--- src/rtl/rpde_pkg.sv ---
// Package for the radius point density estimator: constants, types and command structs.
package rpde_pkg;

    localparam int MaxPoints  = 1024;
    localparam int AddrW      = $clog2(MaxPoints);
    localparam int CountW     = AddrW + 1;
    localparam int CoordW     = 16;
    localparam int ThreshW    = 34;
    localparam int DistW      = 35;
    localparam int KernW      = 17;
    localparam int DivSteps   = 18;
    localparam int FluxW      = 27;
    localparam int HitsW      = 11;
    localparam int TotalW     = 32;
    localparam int PipeDepth  = 3;

    localparam logic [1:0] OpClear = 2'd0;
    localparam logic [1:0] OpStore = 2'd1;
    localparam logic [1:0] OpQuery = 2'd2;

    typedef enum logic [2:0] {
        ST_IDLE,
        ST_WALK,
        ST_DRAIN,
        ST_DONE,
        ST_OUT
    } state_t;

    // Commands from the controller to the datapath.
    typedef struct packed {
        logic load;
        logic clear;
        logic store;
        logic query_start;
        logic issue;
        logic [AddrW-1:0] rd_addr;
        logic finish;
    } dp_cmd_t;

    // Status from the datapath to the controller.
    typedef struct packed {
        logic [1:0]        op;
        logic [CountW-1:0] held;
    } dp_stat_t;

endpackage

--- src/rtl/rpde_ctrl.sv ---
// Controller: sequences clear, store and query items over the datapath.
module rpde_ctrl (
    input  logic                 aclk,
    input  logic                 aresetn,
    input  logic                 s_valid,
    output logic                 s_ready,
    output logic                 m_valid,
    input  logic                 m_ready,
    input  logic [1:0]           s_op,
    input  rpde_pkg::dp_stat_t   stat,
    output rpde_pkg::dp_cmd_t    cmd
);
    localparam int AW = rpde_pkg::AddrW;
    localparam int Wait = rpde_pkg::DivSteps + 4;

    rpde_pkg::state_t            state_reg, state_next;
    logic [rpde_pkg::CountW-1:0] idx_reg, idx_next;
    logic [4:0]                  wait_reg, wait_next;
    logic                        ov_reg, ov_next;

    always_ff @(posedge aclk) begin
        if (!aresetn) begin
            state_reg <= rpde_pkg::ST_IDLE;
            idx_reg   <= '0;
            wait_reg  <= '0;
            ov_reg    <= 1'b0;
        end else begin
            state_reg <= state_next;
            idx_reg   <= idx_next;
            wait_reg  <= wait_next;
            ov_reg    <= ov_next;
        end
    end

    // Next state and commands; a result waiting at the output holds the next load.
    always_comb begin
        state_next = state_reg;
        idx_next   = idx_reg;
        wait_next  = wait_reg;
        ov_next    = ov_reg;
        cmd        = '0;
        cmd.rd_addr = idx_reg[AW-1:0];
        s_ready    = 1'b0;
        if (ov_reg && m_ready) begin
            ov_next = 1'b0;
        end
        case (state_reg)
            rpde_pkg::ST_IDLE: begin
                s_ready = !ov_reg || m_ready;
                if (s_valid && s_ready) begin
                    cmd.load   = 1'b1;
                    state_next = rpde_pkg::ST_DONE;
                    idx_next   = '0;
                    if (s_op == rpde_pkg::OpQuery) begin
                        cmd.query_start = 1'b1;
                        state_next      = rpde_pkg::ST_WALK;
                    end
                end
            end
            rpde_pkg::ST_WALK: begin
                // The point read at one index enters the pipeline on the next cycle.
                if (idx_reg < stat.held) begin
                    idx_next = idx_reg + 1'b1;
                end else begin
                    state_next = rpde_pkg::ST_DRAIN;
                    wait_next  = 5'(Wait);
                end
                cmd.issue = idx_reg != '0 && idx_reg <= stat.held;
            end
            rpde_pkg::ST_DRAIN: begin
                wait_next = wait_reg - 1'b1;
                if (wait_reg == '0) begin
                    state_next = rpde_pkg::ST_DONE;
                end
            end
            rpde_pkg::ST_DONE: begin
                cmd.clear  = stat.op == rpde_pkg::OpClear;
                cmd.store  = stat.op == rpde_pkg::OpStore;
                cmd.finish = 1'b1;
                state_next = rpde_pkg::ST_OUT;
            end
            rpde_pkg::ST_OUT: begin
                ov_next    = 1'b1;
                state_next = rpde_pkg::ST_IDLE;
            end
            default: begin
                state_next = rpde_pkg::ST_IDLE;
            end
        endcase
    end

    assign m_valid = ov_reg;
endmodule

--- config.mk ---
export PLATFORM = sky130hd
export DESIGN_NAME = rpde_ctrl
export DESIGN_NICKNAME = d
export VERILOG_FILES = /design/src/rtl/rpde_pkg.sv /design/src/rtl/rpde_ctrl.sv
export SDC_FILE = /design/constraint.sdc
export NUM_CORES = 1
export LEC_CHECK = 0
export ABC_AREA = 1
export BUFFER_PORTS_ARGS = -buffer_cell sky130_fd_sc_hd__buf_4
export CORE_ASPECT_RATIO = 0.9
export CORE_MARGIN = 3
export CORE_UTILIZATION = 54
export CTS_CLUSTER_DIAMETER = 60
export DETAILED_ROUTE_END_ITERATION = 16
export PLACE_DENSITY = 0.79
export REMOVE_ABC_BUFFERS = 1
export SETUP_SLACK_MARGIN = 0.5
export SKIP_CTS_REPAIR_TIMING = 1
export SLEW_MARGIN = 30
export SYNTH_ARGS = -nofsm -noshare
export SYNTH_HDL_FRONTEND = slang
export SYNTH_SLANG_ARGS = --single-unit
--- constraint.sdc ---
create_clock -name aclk -period 2.15 [get_ports aclk]
set_input_delay 0.1075 -clock aclk [delete_from_list [all_inputs] [get_ports aclk]]
set_output_delay 0.1075 -clock aclk [all_outputs]
set_load 0.01 [all_outputs]
==> reports/metrics.cfg <==
[outcome]
outcome=complete, no violations

[placement]
io_buffers=36
place_area_um2=1970
gp_congestion=0.919
dp_hpwl_um=3160

[global_routing]
grt_pass1_wl_um=6780
antenna_found_initial=0
grt_use_total_pct=22.8
grt.overflow.total=0
grt_pass1_vias=1572
grt_max_degree=12

[cells_and_area]
areaGrowthSynthToFinish_pct=29.8
nNetsFinal=339
largest_register_ff_count=11
drive_above_1_share_pct=32.2
layout_common_cells=inv_1 (51), nand2_1 (48), buf_4 (43), nor2_1 (30), nand3_1 (22)
final_common_cell=inv_1
finish.utilization_pct=76.9
fill_cells=243
antenna_cells=0
final_area_um2=2220

[clock_tree]
clock-root-buffer=clkbuf_4
cts_tree=built
clock_sinks=20
clk_latency_ps=320
path_clk_slew_ps=120
cts_max_path_buffers=2
ctsHtreeMaxLevel=1
cts_inserted_buffers=3

[worst_hold_path]
min_to=m_valid
hold_class=primary input to flip-flop
min_from=m_ready
hold_depth=4

[logic_synthesis]
synth_cell_type_count=32
synthCells=270
synthMuxAreaShare_pct=0
synth_flop_cell=dfxtp_1
synth_xor_area_share_pct=1.03
synth_edf_count=0
syn_area_um2=1710
postSynthAreaPerCell_um2=6.33
synthSimpleGateAreaFrac_pct=36.7
synthAdderAreaFrac_pct=11.0
seq_area_frac_synth_pct=23.4
ys_async_sr_fraction_pct=0
synth.ff_latch_count=20
synth_top_family_by_area=simple AND/OR/NAND/NOR gates
yosysWarnings=0
synth_compound_area_share_pct=9.96

[sta]
fin_worst_hold_slack_ps=52.8
final_hold_viol_count=0
worst_pin_slew_ps=491
max_freq_mhz=521
drv_slew=0
slew_headroom_pct=67.2
final.period_utilization_pct=89.3
tns_ps=0
fin_crit_ps=1920
fin_skew_ps=6.70
setup-violations-final=0
rsz0062_at_grt=true

[route]
ant_nets=0
viasPerCell=5.09
first_pass_iters=4
drt-wirelength-per-cell_um=13.0
first_iter_violations=118
drc_errors=0
drt_wl_total_um=4470
dr_total_vias=1752

[power]
swShare_pct=48.5
pwr-share-clk_pct=10.4
seqPwrFrac_pct=28.3
internal_power_mw=1.15
p_switching_mw=1.08
p_comb_share_pct=61.4
p_per_area_nw_per_um2=1000
leakage_nw=1.11
vdd_drop_max_v=0.000773

[floorplan]
io_pins=37
die_h_um=59.4
die_w_um=65.3
rows=18
dieArea_um2=3870
initial_core_util_pct=59.2
core-area_um2=2880

[critical_path]
rr_startpoint=idx_reg[10]
worstSetupPathType=flip-flop to output pin
cp_cell_sequence=ha_4, nand2_2, inv_2, nand2_2, nor2_2, nand2_2, nand3_4, a211oi_2, buf_4
path_common_cell=nand2_2
worstPathArrival_ps=1810
setup.worst_path.start_class=flip-flop
critical-path-max-stage-delay_ps=380
reg2reg_to=idx_reg[10]
reg2regPathDepth=12
cp_slowest_cell=dfxtp_4
end_kind=output pin
r2r_setup_slack_ps=410
required_ps=2040
critical_path.max_fanout=3

[run]
max_cap_viol_count=0

## critical path, delay by kind of cell, from the launching register on
family          cells  cell delay [ps]
buf+inv             2              210
flops               1              380
compound gates      1              260
fa+ha+maj           1              220
simple gates        5              430
## routing by layer
metal  vias up  GRT usage, %  wire [um]
li1        913             -          -
met1       776          32.2       2110
met2        55          34.3       2040
met3         8          3.98        249
met4         0          9.17         73
met5         -             0          0
## final cells by class
class,instances,area (um2),share of cell area (%)
tap,40,50.0,2.26
sequential,20,427,19.2
multi-input combinational,181,1170,52.7
timing repair buffer,43,323,14.6
clock buffer,4,36.3,1.64
inverter,56,214,9.65
## worst max-delay path by stage
| stage | endpoint | from | cells past startpoint |
|---|---|---|---|
| 2_1_floorplan | wait_reg[4] | idx_reg[2] | 9 |
| 3_3_place_gp | wait_reg[4] | idx_reg[7] | 11 |
| 3_5_place_dp | wait_reg[2] | idx_reg[8] | 11 |
| 4_1_cts | cmd[11] | idx_reg[8] | 9 |
| 5_1_grt | cmd[11] | idx_reg[10] | 9 |
| 6_report | cmd[11] | idx_reg[10] | 9 |
## power groups by stage
stage / clock, mW / sequential (mW) / combinational, mW
4_1_cts: 0.238 / 0.590 / 1.26
3_5_place_dp: 0 / 0.600 / 1.25
2_1_floorplan: 0 / 0.610 / 0.852
6_report: 0.231 / 0.629 / 1.37
3_3_place_gp: 0 / 0.595 / 1.24
5_1_grt: 0.251 / 0.649 / 1.55
## cell families after synthesis
family | Yosys count
AO/OA/AOI/OAI | 30
XOR/XNOR | 2
adder cells (fa/ha/maj) | 15
buffers and inverters | 69
flip-flops | 20
AND/OR/NAND/NOR | 134
## cell usage after synthesis, types with 2 or more instances
library cell	number	area, um2
nand2_2	2	12.5
a21oi_2	2	17.5
nand3_1	22	110
nand2_1	56	210
nand4_1	6	37.5
o21ai_0	9	45.0
ha_1	15	188
nor2_1	34	128
nand3b_1	2	15.0
nor3_1	4	20.0
nand2_4	3	33.8
buf_4	11	82.6
inv_1	53	199
dfxtp_1	20	400
a21oi_1	14	70.1
## stage by stage
stage	cells	setup slack, ps	total power, mW
floorplan	257	452	1.46
global placement	338	388	1.83
detailed placement	338	309	1.85
CTS	342	7.92	2.09
global route	344	144	2.45
finish	344	229	2.23
(Power assumes the default switching activity.)
